**src/sv/dsa_pkg.sv**
```systemverilog
package dsa_pkg;

    localparam int DUR_W   = 63;
    localparam int RATE_W  = 32;
    localparam int FRAC_W  = 40;
    localparam int COUNT_W = 64;

    // duration / 1e12 stays below 2^24
    localparam int WHOLE_W = 24;
    // shifted copy of (whole, part) after 31 doublings: whole * 2^31 plus a carry count
    localparam int TQ_W    = 56;
    // whole * rate + fractional quotient, below 2^57
    localparam int ACC_W   = 57;

    localparam int DIV_CNT_W = 5;
    localparam int MUL_CNT_W = 5;

    localparam logic [FRAC_W-1:0]    PS_PER_SECOND = 40'd1000000000000;
    localparam logic [RATE_W-1:0]    RATE_RESET    = 32'd48000;
    localparam logic [DIV_CNT_W-1:0] DIV_LAST_STEP = DIV_CNT_W'(WHOLE_W - 1);
    localparam logic [MUL_CNT_W-1:0] MUL_LAST_STEP = MUL_CNT_W'(RATE_W - 1);

    typedef enum logic {
        CMD_CONVERT = 1'b0,
        CMD_CLEAR   = 1'b1
    } command_t;

    typedef enum logic [1:0] {
        ST_IDLE,
        ST_DIV,
        ST_MUL,
        ST_DONE
    } state_t;

endpackage

```
**src/sv/dsa_divider.sv**
```systemverilog
// Restoring division of the duration by one second in picoseconds, one quotient bit per cycle.
module dsa_divider (
    input  logic                         aclk,
    input  logic                         aresetn,
    input  logic                         start,
    input  logic [dsa_pkg::DUR_W-1:0]    dividend,
    output logic                         busy,
    output logic [dsa_pkg::WHOLE_W-1:0]  whole,
    output logic [dsa_pkg::FRAC_W-1:0]   part
);
    import dsa_pkg::*;

    logic [FRAC_W-1:0]    rem_reg, rem_next;
    logic [WHOLE_W-1:0]   low_reg, low_next;
    logic [WHOLE_W-1:0]   quo_reg, quo_next;
    logic [DIV_CNT_W-1:0] cnt_reg, cnt_next;
    logic                 busy_reg, busy_next;

    logic [FRAC_W:0] trial;
    logic [FRAC_W:0] diff;
    logic            ge;

    always_comb begin
        trial = {rem_reg, low_reg[WHOLE_W-1]};
        diff  = trial - {1'b0, PS_PER_SECOND};
        ge    = trial >= {1'b0, PS_PER_SECOND};
    end

    always_comb begin
        rem_next  = rem_reg;
        low_next  = low_reg;
        quo_next  = quo_reg;
        cnt_next  = cnt_reg;
        busy_next = busy_reg;
        if (start) begin
            // top bits alone are below 2^39, hence below the divisor
            rem_next  = {1'b0, dividend[DUR_W-1:WHOLE_W]};
            low_next  = dividend[WHOLE_W-1:0];
            quo_next  = '0;
            cnt_next  = DIV_LAST_STEP;
            busy_next = 1'b1;
        end else if (busy_reg) begin
            rem_next  = ge ? diff[FRAC_W-1:0] : trial[FRAC_W-1:0];
            low_next  = {low_reg[WHOLE_W-2:0], 1'b0};
            quo_next  = {quo_reg[WHOLE_W-2:0], ge};
            cnt_next  = cnt_reg - 1'b1;
            busy_next = (cnt_reg != '0);
        end
    end

    always_ff @(posedge aclk) begin
        if (!aresetn) begin
            busy_reg <= 1'b0;
            cnt_reg  <= '0;
        end else begin
            busy_reg <= busy_next;
            cnt_reg  <= cnt_next;
        end
        rem_reg <= rem_next;
        low_reg <= low_next;
        quo_reg <= quo_next;
    end

    assign busy  = busy_reg;
    assign whole = quo_reg;
    assign part  = rem_reg;

endmodule

```
**src/sv/dsa_scaler.sv**
```systemverilog
// Serial shift-and-add of (whole, part) times rate, reduced modulo one second at every step.
module dsa_scaler (
    input  logic                         aclk,
    input  logic                         aresetn,
    input  logic                         start,
    input  logic [dsa_pkg::WHOLE_W-1:0]  whole,
    input  logic [dsa_pkg::FRAC_W-1:0]   part,
    input  logic [dsa_pkg::RATE_W-1:0]   rate,
    output logic                         busy,
    output logic [dsa_pkg::ACC_W-1:0]    quotient,
    output logic [dsa_pkg::FRAC_W-1:0]   remainder
);
    import dsa_pkg::*;

    logic [RATE_W-1:0]    rate_reg, rate_next;
    logic [TQ_W-1:0]      tq_reg, tq_next;
    logic [FRAC_W-1:0]    tr_reg, tr_next;
    logic [ACC_W-1:0]     aq_reg, aq_next;
    logic [FRAC_W-1:0]    ar_reg, ar_next;
    logic [MUL_CNT_W-1:0] cnt_reg, cnt_next;
    logic                 busy_reg, busy_next;

    logic [FRAC_W:0] acc_sum, acc_diff;
    logic            acc_wrap;
    logic [FRAC_W:0] dbl, dbl_diff;
    logic            dbl_wrap;

    always_comb begin
        acc_sum  = {1'b0, ar_reg} + {1'b0, tr_reg};
        acc_diff = acc_sum - {1'b0, PS_PER_SECOND};
        acc_wrap = acc_sum >= {1'b0, PS_PER_SECOND};
        dbl      = {tr_reg, 1'b0};
        dbl_diff = dbl - {1'b0, PS_PER_SECOND};
        dbl_wrap = dbl >= {1'b0, PS_PER_SECOND};
    end

    always_comb begin
        rate_next = rate_reg;
        tq_next   = tq_reg;
        tr_next   = tr_reg;
        aq_next   = aq_reg;
        ar_next   = ar_reg;
        cnt_next  = cnt_reg;
        busy_next = busy_reg;
        if (start) begin
            rate_next = rate;
            tq_next   = TQ_W'(whole);
            tr_next   = part;
            aq_next   = '0;
            ar_next   = '0;
            cnt_next  = '0;
            busy_next = 1'b1;
        end else if (busy_reg) begin
            if (rate_reg[0]) begin
                aq_next = aq_reg + ACC_W'(tq_reg) + ACC_W'(acc_wrap);
                ar_next = acc_wrap ? acc_diff[FRAC_W-1:0] : acc_sum[FRAC_W-1:0];
            end
            // doubling: low bit of the shifted quotient takes the carry out of the fraction
            tq_next   = {tq_reg[TQ_W-2:0], dbl_wrap};
            tr_next   = dbl_wrap ? dbl_diff[FRAC_W-1:0] : dbl[FRAC_W-1:0];
            rate_next = rate_reg >> 1;
            cnt_next  = cnt_reg + 1'b1;
            busy_next = (cnt_reg != MUL_LAST_STEP);
        end
    end

    always_ff @(posedge aclk) begin
        if (!aresetn) begin
            busy_reg <= 1'b0;
            cnt_reg  <= '0;
        end else begin
            busy_reg <= busy_next;
            cnt_reg  <= cnt_next;
        end
        rate_reg <= rate_next;
        tq_reg   <= tq_next;
        tr_reg   <= tr_next;
        aq_reg   <= aq_next;
        ar_reg   <= ar_next;
    end

    assign busy      = busy_reg;
    assign quotient  = aq_reg;
    assign remainder = ar_reg;

endmodule

```
**src/sv/duration_to_sample_accumulator_core.sv**
```systemverilog
// Turns picosecond durations into whole sample counts at the programmed sample rate,
// carrying the leftover fraction of a sample (scaled by 1e12) into the next item and
// keeping a 64-bit running total. A clear item zeroes total and fraction. One item is
// worked at a time: a convert runs the bit-serial divider by 1e12, then the bit-serial
// rate multiplier, then hand-off and the final accumulate; a clear goes straight to the
// result. If the total would pass 64 bits the item returns overflow with a zero count
// and the state is left as it was. The result sits in an output register, so the next
// item is taken while it waits.
module duration_to_sample_accumulator_core (
    input  logic                         aclk,
    input  logic                         aresetn,
    input  logic                         cfg_wr_en,
    input  logic [dsa_pkg::RATE_W-1:0]   cfg_wr_data,
    input  logic                         s_valid,
    output logic                         s_ready,
    input  logic                         s_command,
    input  logic [dsa_pkg::DUR_W-1:0]    s_duration_ps,
    output logic                         m_valid,
    input  logic                         m_ready,
    output logic [dsa_pkg::COUNT_W-1:0]  m_samples_emitted,
    output logic [dsa_pkg::COUNT_W-1:0]  m_running_total,
    output logic [dsa_pkg::FRAC_W-1:0]   m_carried_fraction,
    output logic                         m_overflow_flag
);
    import dsa_pkg::*;

    state_t state_reg, state_next;

    logic [RATE_W-1:0]  rate_reg;
    logic [COUNT_W-1:0] total_reg, total_next;
    logic [FRAC_W-1:0]  frac_reg, frac_next;
    command_t           cmd_reg;

    logic               out_valid_reg, out_valid_next;
    logic [COUNT_W-1:0] out_samples_reg, out_samples_next;
    logic [COUNT_W-1:0] out_total_reg, out_total_next;
    logic [FRAC_W-1:0]  out_frac_reg, out_frac_next;
    logic               out_ovf_reg, out_ovf_next;

    logic accept, div_start, mul_start, fire;
    logic div_busy, mul_busy;
    logic [WHOLE_W-1:0] div_whole;
    logic [FRAC_W-1:0]  div_part;
    logic [ACC_W-1:0]   mul_quo;
    logic [FRAC_W-1:0]  mul_rem;

    logic [FRAC_W:0]    rem_sum, rem_diff;
    logic               rem_wrap;
    logic [FRAC_W-1:0]  rem_new;
    logic [COUNT_W-1:0] emitted;
    logic [COUNT_W:0]   total_sum;
    logic               ovf;

    dsa_divider u_div (
        .aclk     (aclk),
        .aresetn  (aresetn),
        .start    (div_start),
        .dividend (s_duration_ps),
        .busy     (div_busy),
        .whole    (div_whole),
        .part     (div_part)
    );

    dsa_scaler u_scl (
        .aclk      (aclk),
        .aresetn   (aresetn),
        .start     (mul_start),
        .whole     (div_whole),
        .part      (div_part),
        .rate      (rate_reg),
        .busy      (mul_busy),
        .quotient  (mul_quo),
        .remainder (mul_rem)
    );

    // next state
    always_comb begin
        state_next = state_reg;
        case (state_reg)
            ST_IDLE: begin
                if (s_valid) begin
                    state_next = (command_t'(s_command) == CMD_CLEAR) ? ST_DONE : ST_DIV;
                end
            end
            ST_DIV: begin
                if (!div_busy) begin
                    state_next = ST_MUL;
                end
            end
            ST_MUL: begin
                if (!mul_busy) begin
                    state_next = ST_DONE;
                end
            end
            ST_DONE: begin
                if (!out_valid_reg || m_ready) begin
                    state_next = ST_IDLE;
                end
            end
            default: state_next = ST_IDLE;
        endcase
    end

    // state outputs
    always_comb begin
        s_ready   = 1'b0;
        mul_start = 1'b0;
        fire      = 1'b0;
        case (state_reg)
            ST_IDLE: s_ready   = 1'b1;
            ST_DIV:  mul_start = !div_busy;
            ST_MUL:  ;
            ST_DONE: fire      = !out_valid_reg || m_ready;
            default: ;
        endcase
    end

    assign accept    = s_valid && s_ready;
    assign div_start = accept && (command_t'(s_command) == CMD_CONVERT);

    // final accumulate: fraction carry, then total with 64-bit overflow check
    always_comb begin
        rem_sum   = {1'b0, mul_rem} + {1'b0, frac_reg};
        rem_diff  = rem_sum - {1'b0, PS_PER_SECOND};
        rem_wrap  = rem_sum >= {1'b0, PS_PER_SECOND};
        rem_new   = rem_wrap ? rem_diff[FRAC_W-1:0] : rem_sum[FRAC_W-1:0];
        emitted   = COUNT_W'(mul_quo) + COUNT_W'(rem_wrap);
        total_sum = {1'b0, total_reg} + {1'b0, emitted};
        ovf       = total_sum[COUNT_W];
    end

    always_comb begin
        total_next       = total_reg;
        frac_next        = frac_reg;
        out_valid_next   = out_valid_reg;
        out_samples_next = out_samples_reg;
        out_total_next   = out_total_reg;
        out_frac_next    = out_frac_reg;
        out_ovf_next     = out_ovf_reg;
        if (out_valid_reg && m_ready) begin
            out_valid_next = 1'b0;
        end
        if (fire) begin
            out_valid_next = 1'b1;
            if (cmd_reg == CMD_CLEAR) begin
                total_next       = '0;
                frac_next        = '0;
                out_samples_next = '0;
                out_total_next   = '0;
                out_frac_next    = '0;
                out_ovf_next     = 1'b0;
            end else if (ovf) begin
                out_samples_next = '0;
                out_total_next   = total_reg;
                out_frac_next    = frac_reg;
                out_ovf_next     = 1'b1;
            end else begin
                total_next       = total_sum[COUNT_W-1:0];
                frac_next        = rem_new;
                out_samples_next = emitted;
                out_total_next   = total_sum[COUNT_W-1:0];
                out_frac_next    = rem_new;
                out_ovf_next     = 1'b0;
            end
        end
    end

    always_ff @(posedge aclk) begin
        if (!aresetn) begin
            state_reg     <= ST_IDLE;
            rate_reg      <= RATE_RESET;
            total_reg     <= '0;
            frac_reg      <= '0;
            out_valid_reg <= 1'b0;
        end else begin
            state_reg     <= state_next;
            total_reg     <= total_next;
            frac_reg      <= frac_next;
            out_valid_reg <= out_valid_next;
            if (cfg_wr_en) begin
                rate_reg <= cfg_wr_data;
            end
        end
        if (accept) begin
            cmd_reg <= command_t'(s_command);
        end
        out_samples_reg <= out_samples_next;
        out_total_reg   <= out_total_next;
        out_frac_reg    <= out_frac_next;
        out_ovf_reg     <= out_ovf_next;
    end

    assign m_valid            = out_valid_reg;
    assign m_samples_emitted  = out_samples_reg;
    assign m_running_total    = out_total_reg;
    assign m_carried_fraction = out_frac_reg;
    assign m_overflow_flag    = out_ovf_reg;

endmodule
```
**config.mk**
```make
export PLATFORM = sky130hd
export DESIGN_NAME = duration_to_sample_accumulator_core
export DESIGN_NICKNAME = d
export VERILOG_FILES = /design/src/sv/dsa_pkg.sv /design/src/sv/dsa_divider.sv /design/src/sv/dsa_scaler.sv /design/src/sv/duration_to_sample_accumulator_core.sv
export SDC_FILE = /design/constraint.sdc
export NUM_CORES = 2
export LEC_CHECK = 0
export ABC_CLOCK_PERIOD_IN_PS = 11000
export BUFFER_PORTS_ARGS = -buffer_cell sky130_fd_sc_hd__buf_2
export CORE_UTILIZATION = 55
export DETAILED_ROUTE_END_ITERATION = 7
export GPL_TIMING_DRIVEN = 1
export PLACE_DENSITY_LB_ADDON = 0.3
export SYNTH_ARGS = -nofsm -noshare
export SYNTH_HDL_FRONTEND = slang
export SYNTH_SLANG_ARGS = --single-unit
```
**constraint.sdc**
```tcl
create_clock -name aclk -period 11 [get_ports aclk]
set_input_delay 0 -clock aclk [delete_from_list [all_inputs] [get_ports aclk]]
set_output_delay 0 -clock aclk [all_outputs]
set_load 0.01 [all_outputs]
```
---- Word level (Yosys, flattened, before mapping) ----
Index checks and enable logic that the tools add are counted.
storage, ports and cells
  register bits ........................... 634
  input port bits ......................... 101
  output and inout bits ................... 171
  logic and storage cells ................. 103
cells by class
  $add $sub $neg .......................... 12
  magnitude comparators ................... 4
  equality and inequality tests ........... 8
  mux-type cells .......................... 36
  bitwise operators ....................... 2
  reduce and logical (&&, ||, !) cells .... 16
operators with widths
  kind                                                    count
  two-way mux 40 bit                                      8
  >= comparator 41 x 40 -> 1 bit (second input constant)  4
  subtractor 40 bit (second input constant)               4
  two-way mux 64 bit                                      2
  two-way mux 24 bit                                      4
  adder 40 x 40 -> 41 bit                                 2
  two-way mux 39 bit                                      2
  adder 64 x 58 -> 65 bit                                 1
  two-way mux 32 bit                                      2
  adder 57 x 1 -> 58 bit                                  1
  adder 57 x 1 -> 57 bit                                  1
  adder 57 x 56 -> 57 bit                                 1
  two-way mux 1 bit                                       10
  two-way mux 2 bit                                       5
  two-way mux 5 bit                                       2
  != test 2 bit (second input constant)                   4
  one-hot mux 2 bit (4 select lines)                      1
  nonzero test 2 bit                                      3
  OR reduction 2 bit                                      3
  adder 5 x 1 -> 5 bit (second input constant)            1
  != test 5 bit (second input constant)                   1
  nonzero test 5 bit                                      1
  subtractor 5 x 1 -> 5 bit (second input constant)       1
  equality test 2 bit (second input constant)             2
  other kinds (8)                                         12

---- Depth between registers and ports, before layout ----
  depth after elaboration ................. 6
  depth in mapped cells ................... 50
  mapped depth without buffers ............ 47

---- By module ----
From an unflattened synthesis, not the netlist that was laid out.
second synthesis, totals
  cells, all modules ...................... 4317
  area, all modules ....................... 39763.1 µm²
modules (own cells, without submodules)
  module                               instances  cells an instance  area each (µm²)  seq. area each (µm²)
  duration_to_sample_accumulator_core  1          2184               19592.5          7707.4
  dsa_scaler                           1          1721               15412.3          5585.4
  dsa_divider                          1          412                4758.3           2512.4

---- Worst setup path before layout ----
Ideal clock, no wire load.
  path type ............................... flip-flop to flip-flop
  start ................................... register frac_reg[6]
  end ..................................... register total_reg[34]
  library setup time ...................... 85 ps
  data arrival time ....................... 8851 ps
  required time ........................... 10915 ps
  slack ................................... 2064 ps
  cell stages (with the launch flop) ...... 48
  buffers on the path ..................... 5
  clock period less this slack ............ 8936 ps
  path through ............................ dfxtp_1 ha_1 a21o_1 or3_1 o211a_1 o21ai_2 nand2_1 xor2_1 inv_1 ha_1 nand3_1 nor3b_1 nand4_1 nor4b_1 nand4_1 nor3_1 and4b_1 a21boi_1 [12 not listed] or2_2 nor3_1 xor2_1 ha_1 and2_1 nand4_1 nand2b_1 o221ai_1 a21oi_1 nand3_1 and4_1 clkbuf_1 clkbuf_1 buf_1 nand2_1 a21oi_1 nand2_1 a21boi_0
between the ends
  longest elaborated chain between the ends .. 6
ends and longest elaborated chain
  item                            line                                        text
  start: declaration              duration_to_sample_accumulator_core.sv:31   logic [FRAC_W-1:0] frac_reg, frac_next;
  start signal: assignment        duration_to_sample_accumulator_core.sv:178  frac_reg <= frac_next;
  adder 40 x 40 -> 41 bit         duration_to_sample_accumulator_core.sv:123  rem_sum = {1'b0, mul_rem} + {1'b0, frac_reg};
  >= comparator 41 x 40 -> 1 bit  duration_to_sample_accumulator_core.sv:125  rem_wrap = rem_sum >= {1'b0, PS_PER_SECOND};
  adder 57 x 1 -> 58 bit          duration_to_sample_accumulator_core.sv:127  emitted = COUNT_W'(mul_quo) + COUNT_W'(rem_wrap);
  net emitted[44]                 duration_to_sample_accumulator_core.sv:50   logic [COUNT_W-1:0] emitted;
  adder 64 x 58 -> 65 bit         duration_to_sample_accumulator_core.sv:128  total_sum = {1'b0, total_reg} + {1'b0, emitted};
  two-way mux 64 bit              duration_to_sample_accumulator_core.sv:152  end else if (ovf) begin
  two-way mux 64 bit              duration_to_sample_accumulator_core.sv:145  if (cmd_reg == CMD_CLEAR) begin
  end signal: assignment          duration_to_sample_accumulator_core.sv:177  total_reg <= total_next;
  end: declaration                duration_to_sample_accumulator_core.sv:30   logic [COUNT_W-1:0] total_reg, total_next;
The timed path passes the listed nets, and every way through them passes these cells.
A chain may end at the register's enable or synchronous reset.

---- Worst setup path in the final report ----
  start ................................... register u_scl.ar_reg[0], in the netlist u_scl.remainder[0]
  end ..................................... register out_total_reg[61], in the netlist m_running_total[61], data pin
between the ends
  longest elaborated chain between the ends .. 6
ends and longest elaborated chain
  item                             line                                        text
  start: declaration               dsa_scaler.sv:19                            logic [FRAC_W-1:0] ar_reg, ar_next;
  start signal: assignment         dsa_scaler.sv:79                            ar_reg <= ar_next;
  adder 40 x 40 -> 41 bit          duration_to_sample_accumulator_core.sv:123
  >= comparator 41 x 40 -> 1 bit   duration_to_sample_accumulator_core.sv:125
  adder 57 x 1 -> 58 bit           duration_to_sample_accumulator_core.sv:127
  net emitted[42]                  duration_to_sample_accumulator_core.sv:50
  adder 64 x 58 -> 65 bit          duration_to_sample_accumulator_core.sv:128
  two-way mux 64 bit (2 in a row)  --
  end signal: assignment           duration_to_sample_accumulator_core.sv:188  out_total_reg <= out_total_next;
  end: declaration                 duration_to_sample_accumulator_core.sv:36   logic [COUNT_W-1:0] out_total_reg, out_total_next;
The timed path passes the listed nets, and every way through them passes these cells.

==> flow_summary_export.csv <==
group,metric,value,unit
status,status,"finished clean",
route,vias,34800,
power_and_ir_drop,leakagePower,19.0,nW
setup_path,crit_family,"simple AND/OR/NAND/NOR gates",
placed_design,port_buffers,265,
setup_path,r2r_slack,0.77,ns
power_and_ir_drop,power,10.9,mW
synth,synth_area_per_cell,8.61,µm²
cts,cts_buffer_depth,3,
route,drtIter0Drc,2935,
floorplanning,die-width,270,µm
worst_hold_path,hold_path_startpoint,"cfg_wr_en",
placed_design,pre_cts_ws,0.562,ns
setup_path,r2r_end,"m_running_total[61]",
sta,min_period,10.23,ns
floorplanning,core,70500,µm²
grt,grt_pass1_wl,177000,µm
floorplanning,io-pin-count,272,
setup_path,crit_arrival,10.58,ns
synth,synth_area,39500,µm²
worst_hold_path,min_to,"rate_reg[8]",
sta,tightestPinTransition,1.14,ns
setup_path,setup.worst_path.end_class,"flop",
cts,clkLatencyLatePin,0.64,ns
route,via_per_inst,5.96,
placed_design,routabilityCongestion,1.02,
setup_path,crit_top_cell,"ha_1",
setup_path,crit_fanout,7,
cts,cts_tree,"built",
setup_path,reg2reg_depth,45,
floorplanning,fp.dieArea,72900,µm²
synth,ys.flop_type,"edfxtp_1",
floorplanning,die_y,270,µm
setup_path,critPathSlowestCell,"or4_1",
setup_path,max_stage_delay,0.52,ns
synth,yosysWarnings,0,
setup_path,path_buf_inv,2,
route,routed_wl,112000,µm
synth,yosysSeqAreaShare,40.0,%
setup_path,worstSetupPathType,"flop to flop",
sta,drv_slew,0,
job,cap_violations,0,
power_and_ir_drop,power.density,244,nW/µm²
sta,fin_crit_sh,93.0,%
cts,cts.clk_slew.worst_paths,0.06,ns
finish,drive_gt1_share,9.83,%
cts,cts_htree_levels,3,
cts,root_buffer,"clkbuf_16",
power_and_ir_drop,peakVddDrop,0.254,mV
sta,fmax,97.7,MHz
grt,grt_use_total,30.0,%
synth,synth_edf_count,323,
floorplanning,start_util,56.0,%
sta,rsz0062_at_grt,"false",
sta,maxSlewHeadroom,24.2,%
sta,setup_viol,0,
setup_path,cp-start-kind,"flop",
finish,syn_to_final_growth,13.5,%
sta,finalHoldViolations,0,
synth,async_flop_share,0,%
sta,setup_tns,0,ns
floorplanning,row_count,97,
synth,netlist_instances,4587,
setup_path,timing.rr.start,"u_scl.remainder[0]",
worst_hold_path,hold_depth,3,
grt,grt-ovfl-total,0,
worst_hold_path,hold_class,"input port to flop",
grt,grt_pass1_vias,32400,
cts,numCtsBuffers,69,
grt,grt_max_degree,132,
sta,setup_slack,0.768,ns
placed_design,dp_hpwl,80400,µm
synth,synth_cell_types,104,
route,wl_per_cell,19.2,µm
route,first_pass_iters,6,
sta,hold_slack,0.100,ns
route,ant_nets,0,
setup_path,cp_data_required_time,11.35,ns
grt,antenna_found_initial,3,
finish,nNetsFinal,5153,
route,drc,0,
cts,clock-sinks,628,
sta,skew,0.0374,ns
synth,synth-seq-cells,628,
cells in the mapped netlist (9+ instances only):
| cell type | number | area, µm² |
|---|---|---|
| clkbuf_1 | 179 | 672 |
| xor2_1 | 113 | 990 |
| dfxtp_1 | 305 | 6110 |
| a31oi_1 | 30 | 188 |
| a211oi_1 | 62 | 465 |
| or3_1 | 29 | 181 |
| and3_1 | 90 | 563 |
| nand4_1 | 41 | 257 |
| o31ai_1 | 12 | 90.1 |
| a21boi_0 | 63 | 473 |
| o21ai_0 | 195 | 976 |
| or2_2 | 9 | 56.3 |
| o31a_1 | 10 | 87.6 |
| a21o_1 | 146 | 1100 |
| inv_1 | 81 | 304 |
| nor2b_1 | 42 | 263 |
| a211o_1 | 13 | 114 |
| buf_2 | 17 | 85.1 |
| buf_1 | 19 | 71.3 |
| o22ai_1 | 9 | 56.3 |
| ha_1 | 210 | 2630 |
| nand2_1 | 859 | 3220 |
| nor2_1 | 412 | 1550 |
| edfxtp_1 | 323 | 9700 |
| a22o_1 | 16 | 140 |
| a21oi_1 | 410 | 2050 |
| and2_1 | 54 | 338 |
| nand3_1 | 95 | 475 |
| nor4b_1 | 10 | 87.6 |
| nand3b_1 | 15 | 113 |
| mux2i_1 | 96 | 961 |
| o21bai_1 | 33 | 248 |
| o21ai_1 | 16 | 80.1 |
| nand2b_1 | 33 | 206 |
| o211ai_1 | 22 | 165 |
| o21a_1 | 41 | 308 |
| xnor2_1 | 210 | 1840 |
| nor3_1 | 65 | 325 |
| nor4_1 | 18 | 113 |
routing by layer:
metal | wire [µm] | part of all wire, % | global-route usage (%)
met1 | 51900 | 46 | 43.4
met2 | 49300 | 44 | 46.7
met3 | 8240 | 7.4 | 4.46
met4 | 2730 | 2.4 | 7.73
met5 | 0 | 0 | 0
cell usage in the layout (no fill, tap or decap), types with 15 or more instances in the layout:
cell type / netlist / final
a211oi_1: 62 / 62
a21boi_0: 63 / 63
a21o_1: 146 / 146
a21oi_1: 410 / 410
a22o_1: 16 / 16
a31oi_1: 30 / 30
and2_1: 54 / 53
and3_1: 90 / 90
buf_2: 17 / 265
buf_4: 8 / 34
clkbuf_1: 179 / 15
clkbuf_16: 0 / 69
dfxtp_1: 305 / 303
dlygate4sd3_1: 0 / 99
edfxtp_1: 323 / 323
ha_1: 210 / 210
inv_1: 81 / 80
mux2i_1: 96 / 96
nand2_1: 859 / 856
nand2b_1: 33 / 29
nand3_1: 95 / 95
nand3b_1: 15 / 15
nand4_1: 41 / 41
nor2_1: 412 / 412
nor2b_1: 42 / 39
nor3_1: 65 / 65
nor4_1: 18 / 18
o211ai_1: 22 / 22
o21a_1: 41 / 41
o21ai_0: 195 / 194
o21ai_1: 16 / 17
o21bai_1: 33 / 33
or3_1: 29 / 29
xnor2_1: 210 / 210
xor2_1: 113 / 113
worst min-delay path, cell delays in order:
cell and delay (ns):
buf_2 0.40, mux2i_1 0.22, nand2_1 0.06
how the worst max path moves through the flow:
stage	start	to	slack, ns	cells after the start
finish	u_scl.remainder[0]	m_running_total[61]	0.77	45
global route	u_scl.remainder[0]	total_reg[63]	0.03	45
CTS	u_scl.remainder[0]	total_reg[54]	0.53	42
detailed placement	u_scl.remainder[0]	frac_reg[35]	0.56	42
global placement	frac_reg[6]	m_running_total[61]	1.01	44
floorplan	frac_reg[6]	total_reg[34]	2.06	47
report_power, final:
part           internal [mW]  total [mW]  switching (mW)  leakage (nW)
clock network           1.36        2.39            1.03          1.14
registers               3.20        3.66           0.460          5.53
logic                   1.81        4.88            3.08          12.3
cells by family (layout without fill, tap and decap cells):
family / after synthesis / count (layout) / synth area share (%)
compound gates: 1200 / 1200 / 19.7
xor+xnor: 324 / 324 / 7.20
fa+ha+maj: 215 / 215 / 6.90
buf+inv: 308 / 610 / 3.11
flops: 628 / 628 / 40.0
mux: 97 / 97 / 2.46
other cells: 1 / 7 / 0.00949
simple gates: 1814 / 1814 / 20.6
final cells by class:
cell class | count | area (µm²)
diodes | 1 | 2.50
clock buffers | 89 | 1850
clock inverters | 39 | 498
fillers | 5995 | 25700
inverters | 82 | 315
multi-input cells | 3656 | 22600
flip-flops and latches | 628 | 15800
well taps | 940 | 1180
repair buffers | 400 | 2610
stage by stage:
stage	utilization [%]	instances	instance area, µm²
after floorplan	-	4592	39500
after global placement	58.8	5607	41500
after detailed placement	58.8	5607	41500
after CTS	63.5	5834	44800
after global routing	63.6	5835	44800
final	63.6	5835	44800
timing repair:
item,CTS,global route
resized for setup,0,5
endpoints found under the hold margin,129,0
hold buffers,99,0
setup buffers,0,0
endpoints found under the setup margin,0,71
No activity file was read; power rests on OpenSTA's default activity.
